### src/rtl/aslm_pkg.sv
// ----------------------------------------------------------------------------
// aslm_pkg - shared types and constants of the ADC sample level monitor
// Widths, reset values, register map, report characters and averaging
// constants.
// ----------------------------------------------------------------------------
`default_nettype none

package aslm_pkg;

  // Averaging window (ring depth)
  localparam int WINDOW   = 10;
  localparam int SLOT_W   = $clog2(WINDOW);

  // Field widths
  localparam int SAMPLE_W = 12;
  localparam int SUM_W    = 16;
  localparam int PERIOD_W = 16;
  localparam int LED_W    = 4;
  localparam int CHAR_W   = 8;
  localparam int AVG_W    = 12;
  localparam int REST_W   = 10;

  // Stream widths (whole bytes)
  localparam int S_TDATA_W = 16;
  localparam int M_TDATA_W = 32;

  // Register port
  localparam int CFG_ADDR_W  = 5;
  localparam int CFG_DATA_W  = 32;
  localparam int CFG_INDEX_W = CFG_ADDR_W - 2;

  localparam logic [CFG_INDEX_W-1:0] REG_LEVEL_ONE   = 3'd0;
  localparam logic [CFG_INDEX_W-1:0] REG_LEVEL_TWO   = 3'd1;
  localparam logic [CFG_INDEX_W-1:0] REG_LEVEL_THREE = 3'd2;
  localparam logic [CFG_INDEX_W-1:0] REG_LEVEL_FOUR  = 3'd3;
  localparam logic [CFG_INDEX_W-1:0] REG_SWEEP_FLOOR = 3'd4;
  localparam logic [CFG_INDEX_W-1:0] REG_SWEEP_CEIL  = 3'd5;

  // Reset values
  localparam logic [SAMPLE_W-1:0] LEVEL_ONE_RST   = 12'd820;
  localparam logic [SAMPLE_W-1:0] LEVEL_TWO_RST   = 12'd1640;
  localparam logic [SAMPLE_W-1:0] LEVEL_THREE_RST = 12'd2400;
  localparam logic [SAMPLE_W-1:0] LEVEL_FOUR_RST  = 12'd3200;
  localparam logic [PERIOD_W-1:0] SWEEP_FLOOR_RST = 16'd20;
  localparam logic [PERIOD_W-1:0] SWEEP_CEIL_RST  = 16'd250;
  localparam logic [PERIOD_W-1:0] PERIOD_RST      = 16'd249;

  // LED patterns
  localparam logic [LED_W-1:0] LED_ONE   = 4'b0001;
  localparam logic [LED_W-1:0] LED_TWO   = 4'b0010;
  localparam logic [LED_W-1:0] LED_THREE = 4'b0100;
  localparam logic [LED_W-1:0] LED_FOUR  = 4'b1000;
  localparam logic [LED_W-1:0] LED_ALL   = 4'b1111;

  // Report characters
  localparam logic [CHAR_W-1:0] CHAR_NONE = 8'h00;
  localparam logic [CHAR_W-1:0] CHAR_STAR = 8'h2A;
  localparam logic [CHAR_W-1:0] CHAR_ZERO = 8'h30;
  localparam logic [CHAR_W-1:0] CHAR_CR   = 8'd13;
  localparam logic [CHAR_W-1:0] CHAR_LF   = 8'd10;

  // Position of a word within a report
  localparam logic [2:0] POS_STAR = 3'd0;
  localparam logic [2:0] POS_THOU = 3'd1;
  localparam logic [2:0] POS_HUND = 3'd2;
  localparam logic [2:0] POS_TENS = 3'd3;
  localparam logic [2:0] POS_UNIT = 3'd4;
  localparam logic [2:0] POS_CR   = 3'd5;

  // Divide by WINDOW: sum * DIV_RECIP >> DIV_SH, exact over all SUM_W-bit sums
  localparam int DIV_SH   = SUM_W + $clog2(WINDOW);
  localparam int RECIP_W  = SUM_W + 1;
  localparam int PROD_W   = SUM_W + RECIP_W;
  localparam logic [RECIP_W-1:0] DIV_RECIP =
    RECIP_W'(((64'd1 << DIV_SH) + 64'(WINDOW) - 64'd1) / 64'(WINDOW));

  typedef logic [SAMPLE_W-1:0] sample_t;
  typedef logic [PERIOD_W-1:0] period_t;

  typedef struct packed {
    logic [3:0]        digit;
    logic [REST_W-1:0] rest;
  } digit_t;

endpackage

`default_nettype wire

### src/rtl/adc_sample_level_monitor_core.sv
// ----------------------------------------------------------------------------
// adc_sample_level_monitor_core - converter sample level monitor
// Ring average with ASCII report, LED level pattern and period sweep.
// ----------------------------------------------------------------------------
// Each accepted 12-bit sample word is written into a ten-entry ring (cleared
// at reset) and yields one result word, except a report sample (the first
// sample, then every tenth): it yields six words '*', four decimal digits of
// the ring average and CR, with the LF owed going out as the single word of
// the next sample. The single output register sends one word per cycle
// while m_tready is high. Every word carries the LED pattern of its sample
// and the period value after that sample's sweep step. A new sample is
// taken in the same cycle that the last word of the previous one leaves.
// Registers sit on an APB port at byte addresses 0..20; pready is always
// high and writes are meant only while the block is idle.
`default_nettype none

module adc_sample_level_monitor_core (
  input  wire logic                              clk,
  input  wire logic                              rst,
  // Sample stream
  input  wire logic                              s_tvalid,
  output      logic                              s_tready,
  input  wire logic [aslm_pkg::S_TDATA_W-1:0]    s_tdata,   // [11:0] sample
  // Result stream
  output      logic                              m_tvalid,
  input  wire logic                              m_tready,
  // [3:0] led_pattern, [19:4] sweep_period, [27:20] char_byte
  output      logic [aslm_pkg::M_TDATA_W-1:0]    m_tdata,
  output      logic [0:0]                        m_tuser,   // [0] has_char
  output      logic                              m_tlast,
  // Register port
  input  wire logic                              psel,
  input  wire logic                              penable,
  input  wire logic                              pwrite,
  input  wire logic [aslm_pkg::CFG_ADDR_W-1:0]   paddr,
  input  wire logic [aslm_pkg::CFG_DATA_W-1:0]   pwdata,
  output      logic [aslm_pkg::CFG_DATA_W-1:0]   prdata,
  output      logic                              pready
);

  import aslm_pkg::*;

  // ---------------------------------------------------------------- config
  sample_t level_one_limit;
  sample_t level_two_limit;
  sample_t level_three_limit;
  sample_t level_four_limit;
  period_t sweep_floor;
  period_t sweep_ceiling;

  logic                   cfg_write;
  logic [CFG_INDEX_W-1:0] cfg_index;

  assign pready    = 1'b1;
  assign cfg_index = paddr[CFG_ADDR_W-1:2];
  assign cfg_write = psel && penable && pwrite && pready;

  always_ff @(posedge clk) begin
    if (rst) begin
      level_one_limit   <= LEVEL_ONE_RST;
      level_two_limit   <= LEVEL_TWO_RST;
      level_three_limit <= LEVEL_THREE_RST;
      level_four_limit  <= LEVEL_FOUR_RST;
      sweep_floor       <= SWEEP_FLOOR_RST;
      sweep_ceiling     <= SWEEP_CEIL_RST;
    end else if (cfg_write) begin
      case (cfg_index)
        REG_LEVEL_ONE:   level_one_limit   <= pwdata[SAMPLE_W-1:0];
        REG_LEVEL_TWO:   level_two_limit   <= pwdata[SAMPLE_W-1:0];
        REG_LEVEL_THREE: level_three_limit <= pwdata[SAMPLE_W-1:0];
        REG_LEVEL_FOUR:  level_four_limit  <= pwdata[SAMPLE_W-1:0];
        REG_SWEEP_FLOOR: sweep_floor       <= pwdata[PERIOD_W-1:0];
        REG_SWEEP_CEIL:  sweep_ceiling     <= pwdata[PERIOD_W-1:0];
        default: ;
      endcase
    end
  end

  always_comb begin
    case (cfg_index)
      REG_LEVEL_ONE:   prdata = CFG_DATA_W'(level_one_limit);
      REG_LEVEL_TWO:   prdata = CFG_DATA_W'(level_two_limit);
      REG_LEVEL_THREE: prdata = CFG_DATA_W'(level_three_limit);
      REG_LEVEL_FOUR:  prdata = CFG_DATA_W'(level_four_limit);
      REG_SWEEP_FLOOR: prdata = CFG_DATA_W'(sweep_floor);
      REG_SWEEP_CEIL:  prdata = CFG_DATA_W'(sweep_ceiling);
      default:         prdata = '0;
    endcase
  end

  // ---------------------------------------------------------------- state
  sample_t              sample_ring [WINDOW];
  logic [SUM_W-1:0]     ring_sum;
  logic [SLOT_W-1:0]    slot_index;
  period_t              period_value;
  logic                 sweep_falling;
  logic                 lf_pending;

  // Output register and report sequencing
  logic [LED_W-1:0]     out_led;
  period_t              out_period;
  logic                 out_report;
  logic                 out_lf;
  logic [2:0]           out_count;
  logic [SUM_W-1:0]     rep_sum;     // ring sum captured on a report sample
  logic [AVG_W-1:0]     avg;         // rep_sum / WINDOW, registered from rep_sum
  logic [REST_W-1:0]    rem;         // average left after the digits sent

  // ---------------------------------------------------------------- input side
  logic                 s_fire;
  logic                 out_take;
  sample_t              sample;
  logic [SLOT_W-1:0]    slot;
  logic [SLOT_W-1:0]    slot_next;
  logic                 report_now;
  logic [SUM_W-1:0]     ring_sum_next;
  period_t              period_next;
  logic                 flip;
  logic [LED_W-1:0]     led_next;
  logic [PROD_W-1:0]    avg_prod;

  assign out_take = m_tvalid && m_tready;
  // The output register frees up when its last word leaves
  assign s_tready = !m_tvalid || (m_tready && m_tlast);
  assign s_fire   = s_tvalid && s_tready;
  assign sample   = s_tdata[SAMPLE_W-1:0];

  always_comb begin
    if ({1'b0, slot_index} >= (SLOT_W+1)'(WINDOW)) slot = '0;
    else                                           slot = slot_index;
    report_now = (slot == '0);
    if (slot == SLOT_W'(WINDOW - 1)) slot_next = '0;
    else                             slot_next = slot + 1'b1;

    ring_sum_next = ring_sum - SUM_W'(sample_ring[slot]) + SUM_W'(sample);

    if (sample < level_one_limit)        led_next = LED_ONE;
    else if (sample < level_two_limit)   led_next = LED_TWO;
    else if (sample < level_three_limit) led_next = LED_THREE;
    else if (sample < level_four_limit)  led_next = LED_FOUR;
    else                                 led_next = LED_ALL;

    if (sweep_falling) period_next = period_value - 1'b1;
    else               period_next = period_value + 1'b1;
    flip = (period_next == sweep_floor) || (period_next == sweep_ceiling);
  end

  always_ff @(posedge clk) begin
    if (rst) begin
      for (int i = 0; i < WINDOW; i++) sample_ring[i] <= '0;
      ring_sum      <= '0;
      slot_index    <= '0;
      period_value  <= PERIOD_RST;
      sweep_falling <= 1'b1;
      lf_pending    <= 1'b0;
    end else if (s_fire) begin
      sample_ring[slot] <= sample;
      ring_sum          <= ring_sum_next;
      slot_index        <= slot_next;
      period_value      <= period_next;
      sweep_falling     <= sweep_falling ^ flip;
      // A report leaves its LF to the next sample, which is never a report
      lf_pending        <= report_now;
    end
  end

  // ---------------------------------------------------------------- average
  assign avg_prod = PROD_W'(rep_sum) * PROD_W'(DIV_RECIP);

  always_ff @(posedge clk) begin
    if (s_fire && report_now) rep_sum <= ring_sum_next;
    avg <= AVG_W'(avg_prod >> DIV_SH);
  end

  // ---------------------------------------------------------------- digits
  logic [AVG_W-1:0] digit_src;
  logic [AVG_W-1:0] place;
  digit_t           split;

  function automatic digit_t split_digit(logic [AVG_W-1:0] v, logic [AVG_W-1:0] p);
    digit_t      r;
    logic [15:0] step;
    logic [15:0] rest;
    r.digit = '0;
    rest    = 16'(v);
    for (int k = 1; k < 10; k++) begin
      step = 16'(k) * 16'(p);
      if (16'(v) >= step) begin
        r.digit = 4'(k);
        rest    = 16'(v) - step;
      end
    end
    r.rest = rest[REST_W-1:0];
    return r;
  endfunction

  always_comb begin
    // avg is settled by the time the thousands word is shown
    if (out_count == POS_THOU) digit_src = avg;
    else                       digit_src = AVG_W'(rem);
    case (out_count)
      POS_THOU: place = 12'd1000;
      POS_HUND: place = 12'd100;
      POS_TENS: place = 12'd10;
      default:  place = 12'd1;
    endcase
    split = split_digit(digit_src, place);
  end

  // ---------------------------------------------------------------- output side
  always_ff @(posedge clk) begin
    if (rst) begin
      m_tvalid  <= 1'b0;
      out_count <= POS_STAR;
    end else if (s_fire) begin
      m_tvalid  <= 1'b1;
      out_count <= POS_STAR;
    end else if (out_take) begin
      if (m_tlast) m_tvalid <= 1'b0;
      else         out_count <= out_count + 1'b1;
    end
  end

  always_ff @(posedge clk) begin
    if (s_fire) begin
      out_led    <= led_next;
      out_period <= period_next;
      out_report <= report_now;
      out_lf     <= lf_pending && !report_now;
    end
    if (out_take && out_report &&
        (out_count == POS_THOU || out_count == POS_HUND || out_count == POS_TENS))
      rem <= split.rest;
  end

  logic [CHAR_W-1:0] char_byte;
  logic              has_char;

  always_comb begin
    if (out_report) begin
      case (out_count)
        POS_STAR: char_byte = CHAR_STAR;
        POS_THOU,
        POS_HUND,
        POS_TENS,
        POS_UNIT: char_byte = CHAR_ZERO + CHAR_W'(split.digit);
        POS_CR:   char_byte = CHAR_CR;
        default:  char_byte = CHAR_NONE;
      endcase
    end else if (out_lf) begin
      char_byte = CHAR_LF;
    end else begin
      char_byte = CHAR_NONE;
    end
    has_char = out_report || out_lf;
  end

  assign m_tdata    = {4'b0000, char_byte, out_period, out_led};
  assign m_tuser[0] = has_char;
  assign m_tlast    = !out_report || (out_count == POS_CR);

  // ---------------------------------------------------------------- checks
  a_slot_range: assert property (@(posedge clk) disable iff (rst)
    {1'b0, slot_index} < (SLOT_W+1)'(WINDOW))
    else $error("slot index beyond ring depth");

  a_lf_not_at_report: assert property (@(posedge clk) disable iff (rst)
    lf_pending |-> (slot_index != '0))
    else $error("LF owed while next sample is a report");

  a_plain_single: assert property (@(posedge clk) disable iff (rst)
    (m_tvalid && !out_report) |-> m_tlast)
    else $error("plain sample word not marked last");

  a_report_start: assert property (@(posedge clk) disable iff (rst)
    (s_fire && report_now) |=> (m_tvalid && out_report && out_count == POS_STAR))
    else $error("report did not start with star word");

  // the next sample may be taken in the CR cycle and settle the LF at once
  a_cr_then_lf: assert property (@(posedge clk) disable iff (rst)
    (out_take && out_report && m_tlast) |-> lf_pending)
    else $error("CR sent without LF owed");

endmodule

`default_nettype wire

### config.mk
export PLATFORM = sky130hd
export DESIGN_NAME = adc_sample_level_monitor_core
export DESIGN_NICKNAME = d
export VERILOG_FILES = /design/src/rtl/aslm_pkg.sv /design/src/rtl/adc_sample_level_monitor_core.sv
export SDC_FILE = /design/constraint.sdc
export NUM_CORES = 1
export LEC_CHECK = 0
export ABC_AREA = 1
export BUFFER_PORTS_ARGS = -buffer_cell sky130_fd_sc_hd__clkbuf_2
export CORE_ASPECT_RATIO = 0.7
export CORE_MARGIN = 8
export CORE_UTILIZATION = 63
export DETAILED_ROUTE_END_ITERATION = 10
export PLACE_DENSITY = 0.82
export SYNTH_ARGS = -nofsm -noshare
export SYNTH_HDL_FRONTEND = slang
export SYNTH_SLANG_ARGS = --single-unit
### constraint.sdc
create_clock -name clk -period 6.22 [get_ports clk]
set_clock_uncertainty 0.1 [all_clocks]
set_input_delay 0.933 -clock clk [delete_from_list [all_inputs] [get_ports clk]]
set_output_delay 0.933 -clock clk [all_outputs]
set_load 0.005 [all_outputs]
; ---- Word-level counts from Yosys, hierarchy flattened
; Memories as Yosys holds them, arrays and structs flattened.
; Index checks and enable logic that the tools add are counted.
[totals]
n_memories = 1
reg_bits = 182
out_inout_bits = 69
wordCells = 151
ramBits = 120
input_bits = 60
[classes]
n_eq_ne = 13
muxes = 41
n_mul = 6
n_addsub = 16
n_bitwise = 2
reduce_logical = 36
magnitude_cmp = 14
[memory_table]
columns = memory, depth, word_bits, read_ports, rd_clocked_by_memory_dff, write_ports, line
row1 = sample_ring, 10, 12, 1, 0, 10, adc_sample_level_monitor_core.sv:92  ; sample_t sample_ring [WINDOW];
[op_table]
columns = op, n
row1 = one-hot mux 16 bit (6 select lines), 1
row2 = two-way mux 10 bit, 9
row3 = subtractor 10 bit, 9
row4 = >= comparator 12 x 13 -> 1 bit, 4
row5 = < comparator 12 bit, 4
row6 = two-way mux 4 bit, 12
row7 = equality test 16 bit, 2
row8 = multiplier 16 x 16 -> 31 bit (second input constant), 1
row9 = one-hot mux 10 bit (3 select lines), 1
row10 = multiplier 3 x 10 -> 13 bit (first input constant), 2
row11 = >= comparator 12 bit, 2
row12 = multiplier 2 x 10 -> 12 bit (first input constant), 2
row13 = two-way mux 12 bit, 2
row14 = one-hot mux 7 bit (3 select lines), 1
row15 = adder 16 x 1 -> 16 bit (second input constant), 1
row16 = adder 16 x 12 -> 16 bit, 1
row17 = two-way mux 16 bit, 1
row18 = AND reduction 2 bit, 8
row19 = subtractor 16 x 1 -> 16 bit (second input constant), 1
row20 = subtractor 16 x 12 -> 16 bit, 1
row21 = >= comparator 12 x 14 -> 1 bit, 1
row22 = multiplier 4 x 10 -> 14 bit (first input constant), 1
row23 = equality test 3 x 2 -> 1 bit (second input constant), 4
row24 = equality test 3 bit (second input constant), 4
row25 = other kinds (24), 53

; ---- Depth between registers and ports, before layout
; Gate-level depths: netlist of run 1.
[depth]
word_depth = 15
mapped_depth = 31
mapped_depth_nobuf = 30

; ---- Worst setup path before layout of run 1
; OpenSTA, ideal clock, no wires.
[synth_timing]
path_kind = reg-to-output
from = register out_count[1]
to = output port m_tdata[21] in the netlist's numbering
arrival_ps = 4338
path_stages_with_launch = 26
n_path_buf = 2
t_required_ps = 5187
path_slack_ps = 849
path_cell_list = dfxtp_1 > inv_1 > ha_1 > buf_4 > inv_1 > nor2_4 > buf_2 > nor2_1 > inv_1 > ha_1 > ha_1 > nand2_1 > nor2_1 > a21oi_1 > o21ai_0 > a21oi_1 > xnor2_1 > ha_1 > inv_1 > nor4_1 > a221oi_1 > nand3_1 > nor2_1 > nand2_1 > a21oi_1 > o21ai_1
[synth_via]
elab_chain_cells = 15
[synth_rtl]
columns = item, line
row1 = from (decl), adc_sample_level_monitor_core.sv:104  ; logic [2:0] out_count;
row2 = from (signal assigned), adc_sample_level_monitor_core.sv:220  ; else out_count <= out_count + 1'b1;
row3 = "parallel branches: the longest is 13 deep, another holds multiplier 2 x 10 -> 12 bit", n/a
row4 = one-hot mux 7 bit (3 select lines) *, adc_sample_level_monitor_core.sv:241  ; case (out_count)
row5 = two-way mux 8 bit *, adc_sample_level_monitor_core.sv:240  ; if (out_report) begin
row6 = to (decl), adc_sample_level_monitor_core.sv:28  ; output logic [aslm_pkg::M_TDATA_W-1:0] m_tdata,
; Every way passes the cells marked *.

; ---- Worst setup path after layout of run 1
; Same ends and word-level chain as after synthesis.

==> impl_results.md, run 1 <==
* F_max at between 150 and 200 MHz
* Synth Cell Area at between 20000 and 30000 um2
* Count of final hold-check violations at 0
* CTS Sinks at 320
* Worst path cell trace: inv_1 > ha_4 > inv_1 > nor2_4 > nor2_1 > buf_4 > fa_1 > inv_1 > fa_1 > a31oi_1 > xor2_1 > ha_1 > a21oi_1 > o21a_1 > inv_1 > a221oi_1 > nand3_1 > nor2_2 > nand2_1 > a21oi_1 > o21ai_1 > clkbuf_2
* Startpoint types: flip-flop
* DRC errors left at 0
* Final setup viols at 0
* IO Count at about 130
* RSZ-0062 raised after global routing: false
* Row count at 61
* Largest net degree at the start of global routing at 58
* Cell count after synthesis at between 3000 and 4000
* Final worst path period share at 94.7%
* Most frequent cells in the layout: nand2_1, inv_1, ha_1
* DR WL/cell at between 20 and 25 um
* Clk root buf: clkbuf_16
* Core ar. at 39800 um2
* Post-synthesis sequential area ratio at 32.5%
* Die area at ~47000 um2
* Fillcell total at 3098
* Share of cells above drive strength 1 at under 10%
* Clk_lat worst skew at 540 ps
* TritonCTS Buffers at 34
* Routed vias/inst at about 6.0
* Pins Over Slew Limit at 0
* Slowest stage delay, CP at 530 ps
* Gr ovfl total at 0
* Crit path required time at a little over 5000 ps
* Yosys warns at 0
* Crit path kind: flip-flop to output pin
* Antenna violations before repair at 6
* Die height at 184 um
* TritonCTS clock tree: built
* Post-synth top area share at roughly 22%
* Run status: complete, no violations
* CP max-delay cell: fa_1
* Number of global-route vias before repair at 21800
* Clock slew at reported path FFs at roughly 60 ps
* Synth unique cells at 64
* Hold buffers post-CTS at 0
* Hold crit path type: flip-flop to flip-flop
* Worst path most repeated cell: inv_1
* Synth top area cells: edfxtp_1, ha_1, dfxtp_1, fa_1, nand2_1
* Crit Path Max Fanout at 8
* Slew of the pin with the lowest slew margin at about 1200 ps
* Cell Area, Placed at 26600 um2
* DP Wirelength at between 60 and 70 mm
* Via count at about 23000
* Arrival @ worst endpoint at just under 5000 ps
* Post-layout instance area at between 20000 and 30000 um2
* CTS H-tree lvls at 2
* Total negative slack at 0 ps
* FFs w/ async S/R, synth at 0%
* Main synth FF type: edfxtp_1
* Largest area contributor in the netlist: edfxtp_1
* Starting Density at a little under two thirds
* Nets@finish at about 3700
* Area growth syn-to-layout at 9.14%
* Worst slew margin at between 20% and 30%
* WL final at a little under 80 mm
* First-pass DRT Iterations at 6
* EDFF count, synth at between 150 and 200
* Crit. End Element: output pin
* Post-layout min period at 5890 ps
* Max-cap violations at 0
* DIE WIDTH at 256 um
* Synth Register Bits at between 300 and 400
* First-pass GRT wire length at 120 mm
* Placer Congestion at roughly 1.0
* Count of input and output buffers at 83
* Commonest non-fill, non-tap cell in the layout: nand2_1
* ANT nets after route at 0
* Syn Area/Cell at approximately 8.2 um2
* Total track usage at 31.8%
* DR iter-0 viols at ~3100
* Buffer depth of the longest clock path at 3
[registers in the layout, summed over array words and instances (netlist names), 16 cells and up]
| register | cells |
|---|---|
| ring_sum | 16 |
| sweep_floor | 16 |
| sweep_ceiling | 16 |
| out_period | 16 |
| sample_ring | 138 |
| period_value | 16 |
| rep_sum | 16 |
[final cells by class]
class | instances | area [um2] | share of cell area (%)
antenna | 3 | 7.51 | 0.0271
timing repair buffer | 134 | 798 | 2.88
multi-input combinational | 2212 | 15000 | 54.0
inverter | 504 | 1900 | 6.85
clock inverter | 17 | 165 | 0.595
sequential | 320 | 8270 | 29.8
tap | 535 | 669 | 2.41
clock buffer | 44 | 951 | 3.43
[repair_timing]
item / in CTS / in global routing
endpoints found under the hold margin: 0 / 0
pin swaps: 0 / 2
gates cloned: 0 / 0
buffers inserted: 0 / 3
endpoints found under the setup margin: 3 / 4
resized for setup: 1 / 11
[critical path: cells and delay by family (launching register included)]
family          cells  cell delay, ps
compound gates      6            1000
buf+inv             6             610
fa+ha+maj           4            1480
simple gates        5             700
xor+xnor            1             190
flops               1             340
[cell usage after synthesis, types with 7 or more instances]
library cell / instances
o21ai_0: 162
o22ai_1: 17
o21ai_1: 12
nand4_1: 19
nand2_1: 536
a21oi_1: 230
o21bai_1: 10
clkinv_1: 18
edfxtp_1: 186
a22oi_1: 23
xor2_1: 85
inv_1: 477
nand3_1: 140
dfxtp_1: 134
a22o_1: 16
nor4_1: 8
xnor2_1: 28
a221oi_1: 27
buf_4: 25
nor2_1: 274
a21o_1: 13
o221ai_1: 12
fa_1: 105
or2_2: 10
o211ai_1: 32
clkbuf_1: 56
ha_1: 287
a31oi_1: 11
nand2_2: 16
inv_2: 7
nor3_1: 33
[final timing paths]
path	start	to	slack [ps]	depth (start not counted)
worst min register to register	period_value[15]	period_value[15]	380	2
worst max-delay path	out_count[1]	m_tdata[21]	330	22
worst min-delay path	period_value[15]	period_value[15]	380	2
worst max register to register	rep_sum[9]	avg[11]	490	17
[cell families after synthesis]
group | synth area share, %
compound gates | 14.2
flops | 32.5
fa+ha+maj | 22.4
other cells | 0.0295
xor+xnor | 3.89
buf+inv | 9.36
simple gates | 17.6
[metal layers]
| metal | share of wire, % | vias up | GRT usage, % | wire [um] |
|---|---|---|---|---|
| met4 | 2.8 | 6 | 8.81 | 2170 |
| li1 | - | 10500 | - | - |
| met3 | 12 | 180 | 7.93 | 9620 |
| met1 | 42 | 10700 | 44.3 | 32200 |
| met2 | 43 | 1374 | 49.2 | 33500 |
| met5 | 0.050 | - | 0 | 39 |
[stage by stage]
step           setup slack [ps]  std cells  utilization (%)  hold slack (ps)
3_3_place_gp                567       3702             66.8              351
5_1_grt                   0.296       3769             69.8              402
6_report                    330       3769             69.8              384
4_1_cts                    57.2       3763             69.6              380
3_5_place_dp                484       3702             66.8              371
2_1_floorplan               849       3128                -              335
Power of run 1 is not shown: default switching activity piles up to over one toggle a cycle in this logic, so the estimate is an artifact.
==> inputs of run 2 (changes only) <==
--- a/config.mk
+++ b/config.mk
@@ -7,11 +7,11 @@
 export LEC_CHECK = 0
 export ABC_AREA = 1
 export BUFFER_PORTS_ARGS = -buffer_cell sky130_fd_sc_hd__clkbuf_2
-export CORE_ASPECT_RATIO = 0.7
 export CORE_MARGIN = 8
 export CORE_UTILIZATION = 63
 export DETAILED_ROUTE_END_ITERATION = 10
 export PLACE_DENSITY = 0.82
+export SETUP_SLACK_MARGIN = 0.4
 export SYNTH_ARGS = -nofsm -noshare
 export SYNTH_HDL_FRONTEND = slang
 export SYNTH_SLANG_ARGS = --single-unit
==> run 2 against run 1 <==
Core utilization grew 0.69 points. First-iteration DRC count shrank 28%. Fmax up 4.2%. Die area fell by 0.22%. Critical path depth unchanged. Global-route usage is essentially flat. Highest routed layer unchanged.
==> impl_results.md, run 2 (same netlist as run 1, synthesis figures left out) <==
* DIE WIDTH at 217 um (was 256 um)
* F_max at 177 MHz (was 170 MHz)
* Clk root buf: clkbuf_16 (unchanged)
* Nets@finish at 3681 (was 3658)
* Startpoint types: flip-flop (unchanged)
* Pins Over Slew Limit at 0 (unchanged)
* Count of final hold-check violations at 0 (unchanged)
* Starting Density at 63.8% (was 63.9%)
* Die area at 47000 um2 (was 47100 um2)
* Final worst path period share at 90.9% (was 94.7%)
* Max-cap violations at 0 (unchanged)
* Post-layout instance area at 28100 um2 (was 27700 um2)
* First-pass GRT wire length at 120 mm (about the same)
* DRC errors left at 0 (unchanged)
* Clock slew at reported path FFs at 60 ps (about the same)
* Crit. End Element: output pin (unchanged)
* WHS Endpoint: period_value[14] (was period_value[15])
* Run status: complete, no violations (unchanged)
* Final non-filler cell total at 3784 (was 3769)
* Crit path required time at 5190 ps (about the same)
* Post-layout min period at 5650 ps (was 5890 ps)
* Total track usage at 31.8% (about the same)
* Hold path startpoint: period_value[14] (was period_value[15])
* R2r endpoint: avg[9] (was avg[11])
* Worst reg2reg path depth at 17 (unchanged)
* Slew of the pin with the lowest slew margin at 886 ps (was 1170 ps)
* Largest net degree at the start of global routing at 46 (was 58)
* Fillcell total at 3195 (was 3098)
* Commonest non-fill, non-tap cell in the layout: nand2_1 (unchanged)
* TritonCTS clock tree: built (unchanged)
* ANT nets after route at 0 (unchanged)
* Count of input and output buffers at 83 (unchanged)
* First-pass DRT Iterations at 6 (unchanged)
* Layout Utilization at 70.5% (was 69.8%)
* Reg2reg setup slack at 740 ps (was 490 ps)
* Buffer depth of the longest clock path at 3 (unchanged)
* Row count at 73 (was 61)
* IO Count at 129 (unchanged)
* Antenna violations before repair at 7 (was 6)
* Hold buffers post-CTS at 0 (unchanged)
* WL final at 76.6 mm (was 77.6 mm)
* Die height at 217 um (was 184 um)
* Largest register FFs at 138 (unchanged)
* Final setup viols at 0 (unchanged)
* Hold crit path type: flip-flop to flip-flop (unchanged)
* Placed cell count at 3701 (was 3702)
* Via count at 22700 (was 22800)
* CTS H-tree lvls at 2 (unchanged)
* Routed vias/inst at 6.01 (was 6.04)
* Arrival @ worst endpoint at 4620 ps (was 4860 ps)
* DP Wirelength at 59.5 mm (was 60.1 mm)
* Share of cells above drive strength 1 at 9.64% (was 8.11%)
* Most frequent cells in the layout: nand2_1, inv_1, ha_1 (unchanged)
* CTS Sinks at 320 (unchanged)
* Number of global-route vias before repair at 22400 (was 21800)
* Core ar. at 39800 um2 (about the same)
* Crit Path Max Fanout at 10 (was 8)
* Gr ovfl total at 0 (unchanged)
* Total negative slack at 0 ps (unchanged)
* Placer Congestion at 1.02 (was 1.01)
* DR WL/cell at 20.2 um (was 20.6 um)
* Most flops, register: sample_ring (unchanged)
* RSZ-0062 raised after global routing: false (unchanged)
* Hold depth at 2 (unchanged)
* Area growth syn-to-layout at 10.4% (was 9.14%)
* Clk_lat worst skew at 550 ps (was 540 ps)
* TritonCTS Buffers at 36 (was 34)
* Crit path kind: flip-flop to output pin (unchanged)
* Worst slew margin at 40.7% (was 21.9%)
* DR iter-0 viols at 2239 (was 3093)
* R2r startpoint: rep_sum[4] (was rep_sum[9])
* Cell Area, Placed at 26600 um2 (about the same)
==> run 2: cell types whose count changed in the layout (fill, tap and decap cells not counted), sizes merged <==
cell | previous run | this run
buf | 51 | 72
clkinv | 29 | 36
clkbuf | 127 | 123
inv | 488 | 489
==> run 2: what timing repair did <==
item | CTS | global route
gates cloned | 0 | 0
gates resized for setup | 10 | 42
pin swaps | 6 | 10
endpoints found under the setup margin | 4 | 4
buffers inserted | 9 | 6
==> run 2: worst max-delay path by stage <==
stage,from,end,depth (start not counted)
after floorplan,out_count[1],m_tdata[21],25
after global placement,out_count[0],m_tdata[21],20
after detailed placement,out_count[0],m_tdata[21],20
after CTS,out_count[1],m_tdata[20],24
after global routing,out_count[1],m_tdata[20],24
final,out_count[1],m_tdata[20],22
==> run 2: layout make-up <==
| type | instances | area [um2] | share of cell area (%) |
|---|---|---|---|
| diodes | 3 | 7.51 | 0.0268 |
| clock buffers | 40 | 916 | 3.26 |
| clock inverters | 25 | 213 | 0.758 |
| inverters | 504 | 1900 | 6.77 |
| multi-input cells | 2212 | 15100 | 53.9 |
| flip-flops and latches | 320 | 8270 | 29.5 |
| well taps | 525 | 657 | 2.34 |
| repair buffers | 155 | 967 | 3.45 |
==> run 2: routing by layer <==
metal	vias up	wire [um]	GRT usage [%]
met5	-	65	0
met3	223	8010	6.30
met4	10	2770	11.6
met1	10700	30900	42.0
li1	10600	-	-
met2	1264	34900	51.7
==> run 2: critical path: stages, from the launching register on <==
cell	delay [ps]
dfxtp_2	350
inv_1	70
ha_2	180
buf_6	140
o21ai_2	150
buf_6	200
ha_2	370
ha_1	300
inv_1	40
ha_1	330
xor2_2	160
ha_1	340
a21oi_2	160
o21a_1	170
inv_1	60
a221oi_2	260
nand3_2	160
buf_4	180
o21ai_1	120
nand2_1	90
nand2_1	60
o21ai_1	50
clkbuf_2	120
==> run 2: per-stage QoR <==
step | worst slack (ps) | hold slack [ps]
CTS | 409 | 379
detailed placement | 700 | 360
global placement | 754 | 349
global route | 354 | 393
floorplan | 849 | 335
finish | 568 | 374
Power of run 2 is left out for the same reason.
